### src/sv/vb64_pkg.sv
// Shared types, constants and symbol functions for the base64 Vigenere cipher.
package vb64_pkg;

    localparam int KEY_MAX_DEF = 16;
    localparam int QUEUE_DEPTH = 4;
    localparam int QPW = $clog2(QUEUE_DEPTH);
    localparam int QCW = $clog2(QUEUE_DEPTH + 1);

    localparam logic [7:0] C_PAD = 8'h3D;

    localparam logic REG_KEY_LENGTH = 1'b0;
    localparam logic REG_DECRYPT = 1'b1;

    typedef enum logic [1:0] {
        MODE_DATA    = 2'd0,
        MODE_KEY     = 2'd1,
        MODE_RESTART = 2'd2
    } t_mode;

    typedef struct packed {
        logic [5:0] idx;
        logic [5:0] key;
        logic       ok;
    } t_item;

    typedef struct packed {
        logic [QCW-1:0] count;
        logic           not_empty;
    } t_queue_status;

    function automatic logic [6:0] decode_symbol(input logic [7:0] c);
        logic       ok;
        logic [5:0] idx;
        ok  = 1'b1;
        idx = '0;
        if (c >= 8'h41 && c <= 8'h5A) begin
            idx = 6'(c - 8'h41);
        end else if (c >= 8'h61 && c <= 8'h7A) begin
            idx = 6'(c - 8'h61 + 8'd26);
        end else if (c >= 8'h30 && c <= 8'h39) begin
            idx = 6'(c - 8'h30 + 8'd52);
        end else if (c == 8'h2B) begin
            idx = 6'd62;
        end else if (c == 8'h2F) begin
            idx = 6'd63;
        end else begin
            ok = 1'b0;
        end
        return {ok, idx};
    endfunction

    function automatic logic [7:0] encode_symbol(input logic [5:0] idx);
        logic [7:0] c;
        if (idx < 6'd26) begin
            c = 8'(idx) + 8'h41;
        end else if (idx < 6'd52) begin
            c = 8'(idx) - 8'd26 + 8'h61;
        end else if (idx < 6'd62) begin
            c = 8'(idx) - 8'd52 + 8'h30;
        end else if (idx == 6'd62) begin
            c = 8'h2B;
        end else begin
            c = 8'h2F;
        end
        return c;
    endfunction

endpackage

### src/sv/vigenere_base64_stream_cipher.sv
// Top level of the base64 Vigenere stream cipher with its register port.
//
// Input channel (i_in_valid / o_in_ready) carries one item per transfer:
// a data byte, a key table write or a key position restart, chosen by i_mode.
// Output channel (o_out_valid / i_out_ready) carries one cipher or plain
// symbol for each data byte that yields one; other items give nothing.
// Registers: key_length at address 0, decrypt_mode at address 4.
// Throughput is one item per cycle while o_in_ready is high. A data byte
// passes the classification register, where the registered key table read
// runs alongside it, then the queue and then the output register, where
// it holds until the receiver takes it.
// When the receiver stalls the queue fills and o_in_ready drops once it
// holds four items less any still in flight; no item is lost.
// Reset empties the queue and output register, sets the key position to 0,
// key_length to 1 and decrypt_mode to 0. The key table keeps whatever it
// held; write every key slot in use before sending data.
module vigenere_base64_stream_cipher #(
    parameter int KEY_MAX = vb64_pkg::KEY_MAX_DEF
) (
    input  logic        i_clk,
    input  logic        i_rst_n,
    input  logic        i_in_valid,
    output logic        o_in_ready,
    input  logic [1:0]  i_mode,
    input  logic [7:0]  i_data_byte,
    input  logic [3:0]  i_key_slot,
    input  logic [5:0]  i_key_symbol,
    output logic        o_out_valid,
    input  logic        i_out_ready,
    output logic [7:0]  o_out_byte,
    input  logic        psel,
    input  logic        penable,
    input  logic        pwrite,
    input  logic [2:0]  paddr,
    input  logic [31:0] pwdata,
    output logic [31:0] prdata,
    output logic        pready
);

    logic [4:0]              r_key_length;
    logic                    r_decrypt;
    logic                    w_cfg_wr;
    logic                    w_push;
    logic                    w_pop;
    vb64_pkg::t_item         w_front_item;
    vb64_pkg::t_item         w_head_item;
    vb64_pkg::t_queue_status w_status;

    assign pready   = 1'b1;
    assign w_cfg_wr = psel && penable && pwrite && pready;

    always_ff @(posedge i_clk) begin
        if (!i_rst_n) begin
            r_key_length <= 5'd1;
            r_decrypt    <= 1'b0;
        end else if (w_cfg_wr) begin
            unique case (paddr[2])
                vb64_pkg::REG_KEY_LENGTH: r_key_length <= pwdata[4:0];
                vb64_pkg::REG_DECRYPT:    r_decrypt    <= pwdata[0];
                default: begin
                end
            endcase
        end
    end

    always_comb begin
        unique case (paddr[2])
            vb64_pkg::REG_KEY_LENGTH: prdata = {27'd0, r_key_length};
            vb64_pkg::REG_DECRYPT:    prdata = {31'd0, r_decrypt};
            default:                  prdata = '0;
        endcase
    end

    vb64_front #(
        .KEY_MAX (KEY_MAX)
    ) u_front (
        .i_clk        (i_clk),
        .i_rst_n      (i_rst_n),
        .i_valid      (i_in_valid),
        .o_ready      (o_in_ready),
        .i_mode       (i_mode),
        .i_data_byte  (i_data_byte),
        .i_key_slot   (i_key_slot),
        .i_key_symbol (i_key_symbol),
        .i_key_length (r_key_length),
        .i_decrypt    (r_decrypt),
        .i_status     (w_status),
        .o_push       (w_push),
        .o_item       (w_front_item)
    );

    vb64_queue u_queue (
        .i_clk    (i_clk),
        .i_rst_n  (i_rst_n),
        .i_push   (w_push),
        .i_item   (w_front_item),
        .i_pop    (w_pop),
        .o_item   (w_head_item),
        .o_status (w_status)
    );

    vb64_back u_back (
        .i_clk     (i_clk),
        .i_rst_n   (i_rst_n),
        .i_decrypt (r_decrypt),
        .i_item    (w_head_item),
        .i_status  (w_status),
        .o_pop     (w_pop),
        .o_valid   (o_out_valid),
        .i_ready   (i_out_ready),
        .o_byte    (o_out_byte)
    );

endmodule

### src/sv/vb64_ram.sv
// Generic single-write, single-read RAM with registered read data.
module vb64_ram #(
    parameter int WIDTH = 8,
    parameter int DEPTH = 16
) (
    input  logic                                     i_clk,
    input  logic                                     i_we,
    input  logic [((DEPTH > 1) ? $clog2(DEPTH) : 1)-1:0] i_waddr,
    input  logic [WIDTH-1:0]                         i_wdata,
    input  logic [((DEPTH > 1) ? $clog2(DEPTH) : 1)-1:0] i_raddr,
    output logic [WIDTH-1:0]                         o_rdata
);

    logic [WIDTH-1:0] r_mem [DEPTH];
    logic [WIDTH-1:0] r_rdata;

    always_ff @(posedge i_clk) begin
        if (i_we) begin
            r_mem[i_waddr] <= i_wdata;
        end
        r_rdata <= r_mem[i_raddr];
    end

    assign o_rdata = r_rdata;

endmodule

### src/sv/vb64_front.sv
// Front end: input transfer, byte classification, key position and key table.
module vb64_front #(
    parameter int KEY_MAX = vb64_pkg::KEY_MAX_DEF
) (
    input  logic                     i_clk,
    input  logic                     i_rst_n,
    input  logic                     i_valid,
    output logic                     o_ready,
    input  logic [1:0]               i_mode,
    input  logic [7:0]               i_data_byte,
    input  logic [3:0]               i_key_slot,
    input  logic [5:0]               i_key_symbol,
    input  logic [4:0]               i_key_length,
    input  logic                     i_decrypt,
    input  vb64_pkg::t_queue_status  i_status,
    output logic                     o_push,
    output vb64_pkg::t_item          o_item
);

    localparam int KW = (KEY_MAX > 1) ? $clog2(KEY_MAX) : 1;
    localparam int CW = (KW + 1 > 5) ? KW + 1 : 5;

    logic [KW-1:0] r_pos, n_pos;
    logic          r_s1_valid, n_s1_valid;
    logic [5:0]    r_s1_idx;
    logic          r_s1_ok;
    logic          w_accept;
    logic          w_sym_ok;
    logic [5:0]    w_idx;
    logic          w_is_pad;
    logic          w_we;
    logic [CW-1:0] w_len;
    logic [CW-1:0] w_next;
    logic [5:0]    w_key;

    assign o_ready  = (vb64_pkg::QCW'(i_status.count) + vb64_pkg::QCW'(r_s1_valid))
                      < vb64_pkg::QCW'(vb64_pkg::QUEUE_DEPTH);
    assign w_accept = i_valid && o_ready;
    assign {w_sym_ok, w_idx} = vb64_pkg::decode_symbol(i_data_byte);
    assign w_is_pad = (i_data_byte == vb64_pkg::C_PAD);
    assign w_we     = w_accept && (i_mode == vb64_pkg::MODE_KEY)
                      && (CW'(i_key_slot) < CW'(KEY_MAX));
    assign w_next   = CW'(r_pos) + CW'(1);

    always_comb begin
        if (i_key_length == 5'd0) begin
            w_len = CW'(1);
        end else if (CW'(i_key_length) > CW'(KEY_MAX)) begin
            w_len = CW'(KEY_MAX);
        end else begin
            w_len = CW'(i_key_length);
        end
    end

    always_comb begin
        n_pos      = r_pos;
        n_s1_valid = 1'b0;
        if (w_accept) begin
            unique case (i_mode)
                vb64_pkg::MODE_DATA: begin
                    n_pos      = (w_next >= w_len) ? '0 : w_next[KW-1:0];
                    n_s1_valid = i_decrypt || w_sym_ok || w_is_pad;
                end
                vb64_pkg::MODE_RESTART: begin
                    n_pos = '0;
                end
                default: begin
                end
            endcase
        end
    end

    always_ff @(posedge i_clk) begin
        if (!i_rst_n) begin
            r_pos      <= '0;
            r_s1_valid <= 1'b0;
        end else begin
            r_pos      <= n_pos;
            r_s1_valid <= n_s1_valid;
        end
    end

    always_ff @(posedge i_clk) begin
        r_s1_idx <= w_idx;
        r_s1_ok  <= w_sym_ok;
    end

    vb64_ram #(
        .WIDTH (6),
        .DEPTH (KEY_MAX)
    ) u_key_ram (
        .i_clk   (i_clk),
        .i_we    (w_we),
        .i_waddr (KW'(i_key_slot)),
        .i_wdata (i_key_symbol),
        .i_raddr (r_pos),
        .o_rdata (w_key)
    );

    assign o_push     = r_s1_valid;
    assign o_item.idx = r_s1_idx;
    assign o_item.key = w_key;
    assign o_item.ok  = r_s1_ok;

endmodule

### src/sv/vb64_queue.sv
// Short queue between the front end and the back end.
module vb64_queue (
    input  logic                    i_clk,
    input  logic                    i_rst_n,
    input  logic                    i_push,
    input  vb64_pkg::t_item         i_item,
    input  logic                    i_pop,
    output vb64_pkg::t_item         o_item,
    output vb64_pkg::t_queue_status o_status
);

    vb64_pkg::t_item r_mem [vb64_pkg::QUEUE_DEPTH];
    logic [vb64_pkg::QPW-1:0] r_wr, r_rd;
    logic [vb64_pkg::QCW-1:0] r_count, n_count;

    always_comb begin
        n_count = r_count;
        if (i_push && !i_pop) begin
            n_count = r_count + vb64_pkg::QCW'(1);
        end else if (i_pop && !i_push) begin
            n_count = r_count - vb64_pkg::QCW'(1);
        end
    end

    always_ff @(posedge i_clk) begin
        if (!i_rst_n) begin
            r_wr    <= '0;
            r_rd    <= '0;
            r_count <= '0;
        end else begin
            if (i_push) begin
                r_wr <= r_wr + vb64_pkg::QPW'(1);
            end
            if (i_pop) begin
                r_rd <= r_rd + vb64_pkg::QPW'(1);
            end
            r_count <= n_count;
        end
    end

    always_ff @(posedge i_clk) begin
        if (i_push) begin
            r_mem[r_wr] <= i_item;
        end
    end

    assign o_item             = r_mem[r_rd];
    assign o_status.count     = r_count;
    assign o_status.not_empty = (r_count != '0);

endmodule

### src/sv/vb64_back.sv
// Back end: key add or subtract, symbol encode and output register.
module vb64_back (
    input  logic                    i_clk,
    input  logic                    i_rst_n,
    input  logic                    i_decrypt,
    input  vb64_pkg::t_item         i_item,
    input  vb64_pkg::t_queue_status i_status,
    output logic                    o_pop,
    output logic                    o_valid,
    input  logic                    i_ready,
    output logic [7:0]              o_byte
);

    logic       r_valid, n_valid;
    logic [7:0] r_byte;
    logic [5:0] w_sum;
    logic [7:0] w_byte;

    assign o_pop  = i_status.not_empty && (!r_valid || i_ready);
    assign w_sum  = i_decrypt ? (i_item.idx - i_item.key) : (i_item.idx + i_item.key);
    assign w_byte = i_item.ok ? vb64_pkg::encode_symbol(w_sum) : vb64_pkg::C_PAD;

    always_comb begin
        n_valid = r_valid;
        if (o_pop) begin
            n_valid = 1'b1;
        end else if (i_ready) begin
            n_valid = 1'b0;
        end
    end

    always_ff @(posedge i_clk) begin
        if (!i_rst_n) begin
            r_valid <= 1'b0;
        end else begin
            r_valid <= n_valid;
        end
    end

    always_ff @(posedge i_clk) begin
        if (o_pop) begin
            r_byte <= w_byte;
        end
    end

    assign o_valid = r_valid;
    assign o_byte  = r_byte;

endmodule
### config.mk
export PLATFORM = sky130hd
export DESIGN_NAME = vigenere_base64_stream_cipher
export DESIGN_NICKNAME = d
export VERILOG_FILES = /design/src/sv/vb64_pkg.sv /design/src/sv/vigenere_base64_stream_cipher.sv /design/src/sv/vb64_ram.sv /design/src/sv/vb64_front.sv /design/src/sv/vb64_queue.sv /design/src/sv/vb64_back.sv
export SDC_FILE = /design/constraint.sdc
export NUM_CORES = 1
export LEC_CHECK = 0
export BUFFER_PORTS_ARGS = -buffer_cell sky130_fd_sc_hd__clkbuf_2
export CORE_MARGIN = 3
export CORE_UTILIZATION = 45
export DETAILED_ROUTE_END_ITERATION = 6
export GPL_TIMING_DRIVEN = 1
export HOLD_SLACK_MARGIN = 0.03
export PLACE_DENSITY = 0.71
export SYNTH_ARGS = -nofsm -noshare
export SYNTH_HDL_FRONTEND = slang
export SYNTH_SLANG_ARGS = --single-unit
### constraint.sdc
create_clock -name i_clk -period 4.3 [get_ports i_clk]
set_input_delay 0.645 -clock i_clk [delete_from_list [all_inputs] [get_ports i_clk]]
set_output_delay 0.645 -clock i_clk [all_outputs]
set_load 0.02 [all_outputs]
==> results of run 1 <==
## kinds of logic (layout without fill, tap and decap cells)
family / Yosys count / in the layout / share of synthesized area, %
DFF: 190 / 190 / 60.4
and+or+nand+nor: 128 / 128 / 7.32
other: 2 / 28 / 0.0845
adders and majority gates: 35 / 35 / 5.10
muxes: 54 / 54 / 12.3
xor gates and xnor gates: 31 / 31 / 3.56
AOI/OAI and AO/OA: 84 / 84 / 6.62
buffers and inverters: 77 / 127 / 4.67
## sequential cells by signal (all words and copies together), names as in the netlist, named ones only
signal                     flops
u_front.o_push                 1
u_queue.r_wr                   2
u_front.r_s1_idx               6
u_front.u_key_ram.r_mem       96
u_queue.r_rd                   2
u_back.o_valid                 1
u_queue.r_mem                 52
r_decrypt                      1
u_front.r_s1_ok                1
r_key_length                   5
u_queue.r_count                3
u_front.u_key_ram.o_rdata      6
u_back.o_byte                  8
u_front.r_pos                  4
## critical path, cell delays in order (launching register included)
cell and delay [ns]:
dfxtp_1 0.42, mux4_1 0.66, inv_1 0.10, ha_1 0.23
mux2i_1 0.29, fa_1 0.27, xor2_1 0.36, buf_4 0.21
ha_1 0.25, nand2b_1 0.24, nor2_1 0.15, xnor2_1 0.14
a311oi_1 0.12, o311ai_0 0.41
## per-stage QoR
| step | cells | cell area (um2) | util (%) | worst slack (ns) |
|---|---|---|---|---|
| final | 937 | 9960 | 52.2 | 0.228 |
| after global routing | 937 | 9960 | 52.2 | 0.00298 |
| after CTS | 937 | 9950 | 52.2 | 0.173 |
| after detailed placement | 905 | 9380 | 49.2 | 0.196 |
| after global placement | 905 | 9380 | 49.2 | 0.312 |
| after floorplan | 627 | 8980 | - | 0.380 |
## final cells by class
cell class | count | area (um2)
Fill cell | 1577 | 9120
Sequential cell | 190 | 5370
Multi-Input combinational cell | 360 | 3220
Clock buffer | 19 | 433
Timing Repair Buffer | 64 | 363
Tap cell | 260 | 325
Clock inverter | 13 | 141
Inverter | 31 | 116
## cell usage after synthesis, types with 5 or more instances
| cell | count |
|---|---|
| mux2i_1 | 11 |
| nand2b_1 | 6 |
| clkbuf_1 | 9 |
| a21oi_1 | 21 |
| nand3_1 | 11 |
| ha_1 | 33 |
| xor2_1 | 10 |
| edfxtp_1 | 156 |
| a21o_1 | 5 |
| a211oi_1 | 6 |
| buf_2 | 5 |
| o21ai_0 | 8 |
| inv_1 | 30 |
| dfxtp_1 | 34 |
| nand2_1 | 25 |
| nor2_1 | 38 |
| mux4_1 | 6 |
| xnor2_1 | 18 |
| nor3_1 | 10 |
| buf_4 | 28 |
| mux4_2 | 36 |
| o211ai_1 | 12 |
| a2111oi_0 | 5 |
| nor2b_1 | 8 |
## how the worst max path moves through the flow
stage,startpoint,to,slack [ns],depth (start not counted)
2_1_floorplan,flop,u_back.o_byte[6],0.38,16
3_3_place_gp,flop,u_back.o_byte[5],0.31,13
3_5_place_dp,flop,u_back.o_byte[5],0.20,14
4_1_cts,flop,u_back.o_byte[5],0.17,14
5_1_grt,flop,u_back.o_byte[6],0.003,14
6_report,flop,u_back.o_byte[4],0.23,13
## per-layer routing
metal / global-route usage [%] / vias to the layer above / wire length (um)
met5: 0 / - / 0
met4: 5.83 / 0 / 323
met3: 3.82 / 30 / 776
met2: 29.8 / 126 / 9210
met1: 19.3 / 2565 / 6820
li1: - / 2379 / -
## placed cells by master (no fill, tap or decap), drive strengths merged, types with 12 or more instances in the layout
| cell | n |
|---|---|
| edfxtp | 156 |
| clkbuf | 66 |
| mux4 | 42 |
| nor2 | 38 |
| dfxtp | 34 |
| ha | 33 |
| inv | 32 |
| conb | 28 |
| nand2 | 25 |
| a21oi | 22 |
| xnor2 | 18 |
| buf | 17 |
| o211ai | 12 |
| nor3 | 12 |
## power by group through the flow
stage               combinational, mW  sequential [mW]  clock (mW)
finish                           3.28             2.19        1.53
global route                     3.64             2.20        1.63
CTS                              3.22             2.19        1.55
detailed placement               3.20             2.23           0
global placement                 3.09             2.22           0
floorplan                        2.33             2.27           0
==> impl_metrics.env, run 1 <==
export IMPL_drc=0
export IMPL_antenna_cells=0
export IMPL_min_path_type="input port to flop"
export IMPL_grt_overflow_total=0
export IMPL_drive_gt1_share_pct=21.7
export IMPL_cts_root_buf="clkbuf_16"
export IMPL_clock_latency_ns=0.43
export IMPL_p_total_mw=7.00
export IMPL_synth_cells=601
export IMPL_synth_area_top_cells="edfxtp_1, mux4_2, dfxtp_1"
export IMPL_core_area_um2=19100
export IMPL_grt_max_degree=28
export IMPL_place_congestion=0.826
export IMPL_cts_buffers=17
export IMPL_drtIter0Drc=322
export IMPL_internal_power_mw=4.40
export IMPL_antenna_found_initial=0
export IMPL_ir_drop_mv=0.450
export IMPL_worst_slew_pin_slew_ns=0.937
export IMPL_cp_end_kind="flop"
export IMPL_nets=761
export IMPL_cp_required_ns=4.48
export IMPL_die_y_um=147
export IMPL_syn_area_um2=8890
export IMPL_dieWidth_um=147
export IMPL_ys_seq_area_share_pct=60.4
export IMPL_grt_pass1_vias=5350
export IMPL_track_usage_pct=16.5
export IMPL_cts_resized_gates=0
export IMPL_pin_count=105
export IMPL_h_tree_depth=4
export IMPL_hold_path_endpoint="r_key_length[0]"
export IMPL_cts_sinks=190
export IMPL_start_kind="flop"
export IMPL_postCtsHoldBufs=0
export IMPL_arrival_ns=4.26
export IMPL_synth_top_area_share_pct=52.7
export IMPL_rr_worst_depth=13
export IMPL_worstReg2RegEnd="u_back.o_byte[4]"
export IMPL_post_drt_wl_per_cell_um=18.3
export IMPL_dp_hpwl_um=11800
export IMPL_fp_row_count=50
export IMPL_hold_viol_final=0
export IMPL_area_growth_syn_to_layout_pct=12.1
export IMPL_drv_cap=0
export IMPL_hold_depth=2
export IMPL_maxSlewHeadroom_pct=37.0
export IMPL_clkPwrFrac_pct=21.8
export IMPL_fin_worst_hold_slack_ns=0.393
export IMPL_wl_um=17100
export IMPL_synthFlopType="edfxtp_1"
export IMPL_power_density_nw_per_um2=702
export IMPL_worstPathMaxFanout=4
export IMPL_ant_nets=0
export IMPL_status="finished clean"
export IMPL_vias=5100
export IMPL_first_pass_iters=4
export IMPL_skew_ns=0.00754
export IMPL_syn_mean_instance_area_um2=14.8
export IMPL_cts_tree="yes"
export IMPL_die_area_um2=21500
export IMPL_critical_path_class="flop to flop"
export IMPL_r2r_slack_ns=0.23
export IMPL_clockBufferDepth=2
export IMPL_rsz0062_at_grt="no"
export IMPL_sw_frac_of_total_pct=37.2
export IMPL_setup_violations=0
export IMPL_synth_enable_flop_cells=156
export IMPL_yosysTopAreaCell="edfxtp_1"
export IMPL_async_reset_ff_share_pct=0
export IMPL_synth_distinct_cells=65
export IMPL_fin_crit_sh_pct=94.7
export IMPL_hold_start="i_rst_n"
export IMPL_via_per_inst=5.44
export IMPL_fin_tns_setup_ns=0
export IMPL_final_max_slew_viol_count=0
export IMPL_p_switching_mw=2.60
export IMPL_ys_warn_count=0
export IMPL_cts_clk_slew_worst_paths_ns=0.07
export IMPL_leakagePower_nw=3.56
export IMPL_ys_ff_latch=190
export IMPL_post_cts_buffers=0
export IMPL_pwr_share_comb_pct=46.9
export IMPL_fin_crit_ns=4.07
export IMPL_power_frac_seq_pct=31.3
export IMPL_start_util_pct=46.6
export IMPL_grt_first_pass_wirelength_um=27800
export IMPL_io_buffers=47
export IMPL_max_freq_mhz=246
Power figures use the tool's default switching activity.
==> inputs of run 2 (changes only) <==
Settings changed: ABC_AREA from default to 1.
==> run 2 against run 1 <==
Compared with the run above: fmax rose by 7.1%; global-route usage fell by 0.20 points; clock-buffer cell count fell by 2; critical path depth rose by 14; clock power rose by 3%; sequential cell count did not move; first-iteration DRC count rose by 77%; power rose by 15%; combinational power rose by 30%; non-clock buffer count fell by 11; worst hold slack improved by 0.027 ns.
==> impl_metrics.env, run 2 <==
export IMPL_syn_mean_instance_area_um2=10.3
export IMPL_track_usage_pct=16.3
export IMPL_synth_area_top_cells="edfxtp_1, dfxtp_1, nand2_1"
export IMPL_async_reset_ff_share_pct=0
export IMPL_wl_um=17600
export IMPL_worstPathMaxFanout=24
export IMPL_final_cell_mix="edfxtp_1, nand2_1, nor2_1"
export IMPL_yosys_area_share_xor_xnor_pct=2.23
export IMPL_start_kind="flop"
export IMPL_synth_simple_area_share_pct=15.5
export IMPL_crit_family="simple AND/OR/NAND/NOR gates"
export IMPL_p_switching_mw=3.58
export IMPL_synth_compound_area_share_pct=10.7
export IMPL_setup_violations=0
export IMPL_worstReg2RegEnd="u_back.o_byte[5]"
export IMPL_ys_warn_count=0
export IMPL_r2r_slack_ns=0.50
export IMPL_status="finished clean"
export IMPL_synth_distinct_cells=48
export IMPL_io_buffers=47
export IMPL_grt_max_degree=52
export IMPL_rr_worst_depth=27
export IMPL_clockBufferDepth=2
export IMPL_dieWidth_um=148
export IMPL_clkPwrFrac_pct=19.5
export IMPL_yosysMostFrequentCell="edfxtp_1"
export IMPL_h_tree_depth=4
export IMPL_highest_layer="met4"
export IMPL_met3_length_um=824
export IMPL_synth_top_area_share_pct=51.5
export IMPL_synth_enable_flop_cells=156
export IMPL_post_drt_wl_per_cell_um=14.7
export IMPL_drc=0
export IMPL_power_density_nw_per_um2=800
export IMPL_maxSlewHeadroom_pct=47.0
export IMPL_synth_cells=882
export IMPL_first_pass_iters=5
export IMPL_met1Wirelength_um=7740
export IMPL_crit_slowest_cell="dfxtp_2"
export IMPL_critical_path_class="flop to flop"
export IMPL_drv_cap=0
export IMPL_max_freq_mhz=263
export IMPL_ys_ff_latch=190
export IMPL_cts_buffers=17
export IMPL_crit_cells=27
export IMPL_crit_top_cell="nand2_1"
export IMPL_skew_ns=0.00969
export IMPL_largest_register="u_front.u_key_ram.r_mem"
export IMPL_synthMuxAreaShare_pct=0
export IMPL_power_frac_seq_pct=27.6
export IMPL_dp_hpwl_um=12000
export IMPL_yosysTopAreaCell="edfxtp_1"
export IMPL_fin_tns_setup_ns=0
export IMPL_grt_pass1_vias=5720
export IMPL_arrival_ns=3.95
export IMPL_final_max_slew_viol_count=0
export IMPL_hold_viol_final=0
export IMPL_internal_power_mw=4.48
export IMPL_ir_drop_mv=0.724
export IMPL_ant_nets=0
export IMPL_drtIter0Drc=571
export IMPL_clock_latency_ns=0.44
export IMPL_rsz0062_at_grt="no"
export IMPL_fin_crit_ns=3.80
export IMPL_timing_critical_path_buf_inv=6
export IMPL_pin_count=105
export IMPL_die_area_um2=22000
export IMPL_core_area_um2=19700
export IMPL_pwr_share_comb_pct=52.9
export IMPL_synth_top_family_by_area="simple AND/OR/NAND/NOR gates"
export IMPL_largest_reg_flops=96
export IMPL_via_per_inst=5.09
export IMPL_start_util_pct=46.3
export IMPL_cts_clk_slew_worst_paths_ns=0.07
export IMPL_drive_gt1_share_pct=12.3
export IMPL_ys_seq_area_share_pct=59.0
export IMPL_worst_slew_pin_slew_ns=0.793
export IMPL_cp_end_kind="flop"
export IMPL_synth_commonest_cells="edfxtp_1, nand2_1, nor2_1, o21ai_0, inv_1"
export IMPL_synth_adder_area_share_pct=4.98
export IMPL_fp_row_count=51
export IMPL_grt_first_pass_wirelength_um=28400
export IMPL_area_growth_syn_to_layout_pct=10.7
export IMPL_cp_required_ns=4.45
export IMPL_cts_root_buf="clkbuf_16"
export IMPL_die_y_um=148
export IMPL_place_congestion=0.886
export IMPL_wl_met2_um=8740
export IMPL_grt_overflow_total=0
export IMPL_crit_end="u_back.o_byte[5]"
export IMPL_fin_worst_hold_slack_ns=0.420
export IMPL_cpPeakStageDelay_ns=0.38
export IMPL_antenna_found_initial=0
export IMPL_cts_sinks=190
export IMPL_synthFlopType="edfxtp_1"
export IMPL_nets=1021
export IMPL_vias=6118
export IMPL_antenna_cells=0
export IMPL_fin_crit_sh_pct=88.5
export IMPL_final_common_cell="edfxtp_1"
export IMPL_sw_frac_of_total_pct=44.5
export IMPL_cts_tree="yes"
export IMPL_hold_depth=2
export IMPL_min_path_type="input port to flop"
export IMPL_leakagePower_nw=3.99
export IMPL_syn_area_um2=9100
## run 2: cell count changes in the layout (fill, tap and decap cells not counted), sizes merged, moves of 13 or more
cell	before	now
o221ai	1	18
inv	32	98
xnor2	18	5
nor2	38	106
nand3	11	48
o21ai	8	87
nand2	25	149
mux4	42	0
## run 2: cell families after synthesis
kind of cell | count (synthesis)
AND/OR/NAND/NOR | 320
buffers and inverters | 148
AO/OA/AOI/OAI | 166
other | 2
XOR/XNOR | 21
flip-flops | 190
adder cells (fa/ha/maj) | 35
## run 2: worst min path at each step
stage | start | to | slack [ns]
after global placement | u_queue.r_rd[0] | u_queue.r_rd[0] | 0.45
after floorplan | u_queue.r_rd[1] | flop | 0.44
after global routing | i_mode[1] | u_front.o_push | 0.41
final | i_mode[1] | u_front.o_push | 0.42
after detailed placement | u_queue.r_rd[1] | u_queue.r_rd[1] | 0.46
after CTS | i_mode[1] | u_front.o_push | 0.40
## run 2: worst register-to-register path, cell delays in order (launching register included)
cell and delay (ns):
dfxtp_2 0.38, inv_6 0.19, nand2_1 0.08, nand3_1 0.07, nand2_1 0.10, ha_1 0.23
nor2_1 0.14, xnor2_1 0.13, inv_1 0.06, ha_1 0.33, nand2_1 0.06, inv_1 0.07
nand2_1 0.06, nand2_1 0.06, nand2_1 0.05, nand2_1 0.18, inv_1 0.17, ha_1 0.27
a21oi_1 0.21, inv_1 0.08, nand2_2 0.08, nand2_1 0.06, inv_1 0.07, nand4_1 0.09
nand3_1 0.09, nand2_1 0.07, nand2_1 0.07, nand3_1 0.08
## run 2: timing repair
action	4_1_cts	5_1_grt
hold buffers	0	0
setup buffers	0	0
setup endpoints to repair	0	3
gates resized for setup	0	3
endpoints found under the hold margin	0	0
## run 2: cell type report
type,instances,area [um2]
tap,265,332
sequential,190,5370
timing repair buffer,53,280
clock inverter,15,173
multi-input combinational,570,3140
inverter,92,350
fill,1741,9580
clock buffer,17,425
## run 2: power by group through the flow
stage,Clock (mW),Combinational (mW),Sequential [mW]
2_1_floorplan,0,3.34,2.30
3_3_place_gp,0,4.13,2.26
3_5_place_dp,0,4.24,2.27
4_1_cts,1.60,4.26,2.22
5_1_grt,1.68,4.88,2.24
6_report,1.57,4.27,2.22
## run 2: stage by stage
| step | setup slack, ns | util, % | std cells | instance area (um2) | total power, mW |
|---|---|---|---|---|---|
| 2_1_floorplan | 1.02 | - | 908 | 9190 | 5.64 |
| 3_3_place_gp | 0.467 | 48.2 | 1170 | 9470 | 6.39 |
| 3_5_place_dp | 0.360 | 48.2 | 1170 | 9470 | 6.51 |
| 4_1_cts | 0.342 | 51.2 | 1202 | 10100 | 8.08 |
| 5_1_grt | 0.0725 | 51.2 | 1202 | 10100 | 8.79 |
| 6_report | 0.497 | 51.2 | 1202 | 10100 | 8.06 |
## run 2: metal layers
metal  track usage, %  up-vias
met5                0        -
met4             5.40        0
met3             3.26       28
met2             27.8      165
met1             21.0     2854
li1                 -     3071
==> inputs of run 3 (changes only) <==
Settings changed: PLACE_DENSITY 0.71 to 0.74.
Clock period 4.3 ns to 3.1 ns, I/O delays scaled along.
==> run 3 against run 2 <==
Compared with the run above: worst setup slack got worse by 0.58 ns; clock skew decreased by 0.0038 ns; utilization increased by 3.8 points; die area unchanged; clock-buffer cell count increased by 3; final cell count increased by 4.7%; routed wire length increased by 3.9%; largest cell class unchanged; critical path depth decreased by 8; fmax increased by 19%; non-clock buffer count increased by 57; the flow now finishes with violations (negative setup slack); highest routed layer unchanged.
==> impl_metrics.env, run 3 (synthesis gave the netlist of run 2 again) <==
export IMPL_status="finished, violations left"
export IMPL_violations="negative setup slack"
export IMPL_track_usage_pct=16.6
export IMPL_clock_latency_ns=0.43
export IMPL_antenna_found_initial=0
export IMPL_crit_top_cell="nand2_2"
export IMPL_rr_worst_depth=19
export IMPL_crit_cells=19
export IMPL_io_buffers=47
export IMPL_rsz0062_at_grt="yes"
export IMPL_fp_row_count=51
export IMPL_drv_cap=0
export IMPL_cp_required_ns=3.28
export IMPL_grt_first_pass_wirelength_um=29200
export IMPL_drc=0
export IMPL_maxSlewHeadroom_pct=44.2
export IMPL_hold_depth=2
export IMPL_core_area_um2=19700
export IMPL_largest_reg_flops=96
export IMPL_largest_register="u_front.u_key_ram.r_mem"
export IMPL_die_y_um=148
export IMPL_via_per_inst=5.09
export IMPL_timing_critical_path_buf_inv=4
export IMPL_cts_buffers=17
export IMPL_cts_clk_slew_worst_paths_ns=0.06
export IMPL_ant_nets=0
export IMPL_final_cell_mix="edfxtp_1, nand2_1, nor2_1"
export IMPL_cts_sinks=190
export IMPL_grt_pass1_vias=5978
export IMPL_cpPeakStageDelay_ns=0.41
export IMPL_setup_violations=5
export IMPL_drive_gt1_share_pct=23.8
export IMPL_pin_count=105
export IMPL_start_util_pct=46.3
export IMPL_vias=6404
export IMPL_worstPathMaxFanout=7
export IMPL_max_freq_mhz=314
export IMPL_min_path_type="input port to flop"
export IMPL_busiest_layer="met2"
export IMPL_area_growth_syn_to_layout_pct=19.0
export IMPL_grt_overflow_total=0
export IMPL_setup_ws_ns=-0.0851
export IMPL_grt_max_degree=52
export IMPL_cts_tree="yes"
export IMPL_h_tree_depth=4
export IMPL_first_pass_iters=5
export IMPL_start_kind="flop"
export IMPL_wl_um=18300
export IMPL_fin_crit_ns=3.19
export IMPL_worst_slew_pin_slew_ns=0.837
export IMPL_hold_viol_final=0
export IMPL_fin_tns_setup_ns=-0.245
export IMPL_postCtsHoldBufs=0
export IMPL_final_common_cell="edfxtp_1"
export IMPL_cts_root_buf="clkbuf_16"
export IMPL_clockBufferDepth=2
export IMPL_nets=1078
export IMPL_skew_ns=0.00586
export IMPL_arrival_ns=3.36
export IMPL_place_congestion=0.884
export IMPL_drtIter0Drc=479
export IMPL_crit_slowest_cell="fa_2"
export IMPL_post_drt_wl_per_cell_um=14.6
export IMPL_place_ws_ns=-0.248
export IMPL_die_area_um2=22000
export IMPL_fin_crit_sh_pct=103
export IMPL_grt_met1_usage_pct=21.4
export IMPL_cp_end_kind="flop"
export IMPL_crit_family="adder cells"
export IMPL_antenna_cells=0
export IMPL_final_max_slew_viol_count=0
export IMPL_globalRouteMet2Util_pct=29.1
export IMPL_fillers=1620
export IMPL_dieWidth_um=148
export IMPL_utilization_pct=55.1
export IMPL_critical_path_class="flop to flop"
export IMPL_dp_hpwl_um=12300
export IMPL_cp_cell_sequence="buf_6 -> buf_6 -> nand2_2 -> a32o_2 -> ha_4 -> inv_2 -> fa_2 -> nand2_2 -> nand2_2 -> a21oi_4 -> xor2_4 -> buf_6 -> xor2_1 -> ha_2 -> nand3_2 -> nand2_2 -> nor2_2 -> nor2_1 -> a21oi_1"
export IMPL_met3_usage_pct=3.23
## run 3: cell type report
class                   instances  area [um2]  share of cell area [%]
clock buffers                  20         437                    4.04
clock inverters                12         115                    1.06
repair buffers                110         743                    6.87
multi-input cells             570        3470                    32.1
flip-flops and latches        190        5370                    49.6
well taps                     265         332                    3.06
inverters                      92         355                    3.28
## run 3: final timing paths
path                         from          endpoint  slack, ns
setup reg to reg             flop  u_back.o_byte[6]      -0.09
hold reg to reg   u_queue.r_rd[1]              flop       0.47
hold / removal          i_mode[1]    u_front.o_push       0.26
setup / recovery             flop  u_back.o_byte[6]      -0.09
## run 3: stage by stage
stage                     cells  hold WS, ns  cell area (um2)
after floorplan             908        0.436             9230
after detailed placement   1215        0.457             9850
after global placement     1215        0.451             9850
final                      1259        0.261            10800
after global routing       1259        0.259            10800
after CTS                  1253        0.249            10600
## run 3: metal layers
layer / vias to the layer above / wire, um
met5: - / 0
met3: 23 / 951
met1: 3018 / 7710
met4: 0 / 296
met2: 175 / 9370
li1: 3188 / -
## run 3: what timing repair did
| action | CTS | global route |
|---|---|---|
| setup buffers | 6 | 6 |
| pin swaps | 18 | 37 |
| resized for setup | 41 | 44 |
| cloned | 0 | 0 |
| setup endpoints to repair | 8 | 8 |
Power of run 3 is left out: the tool's default activity adds up to more than one toggle a clock period on the data nets, which glitch-free logic cannot reach.
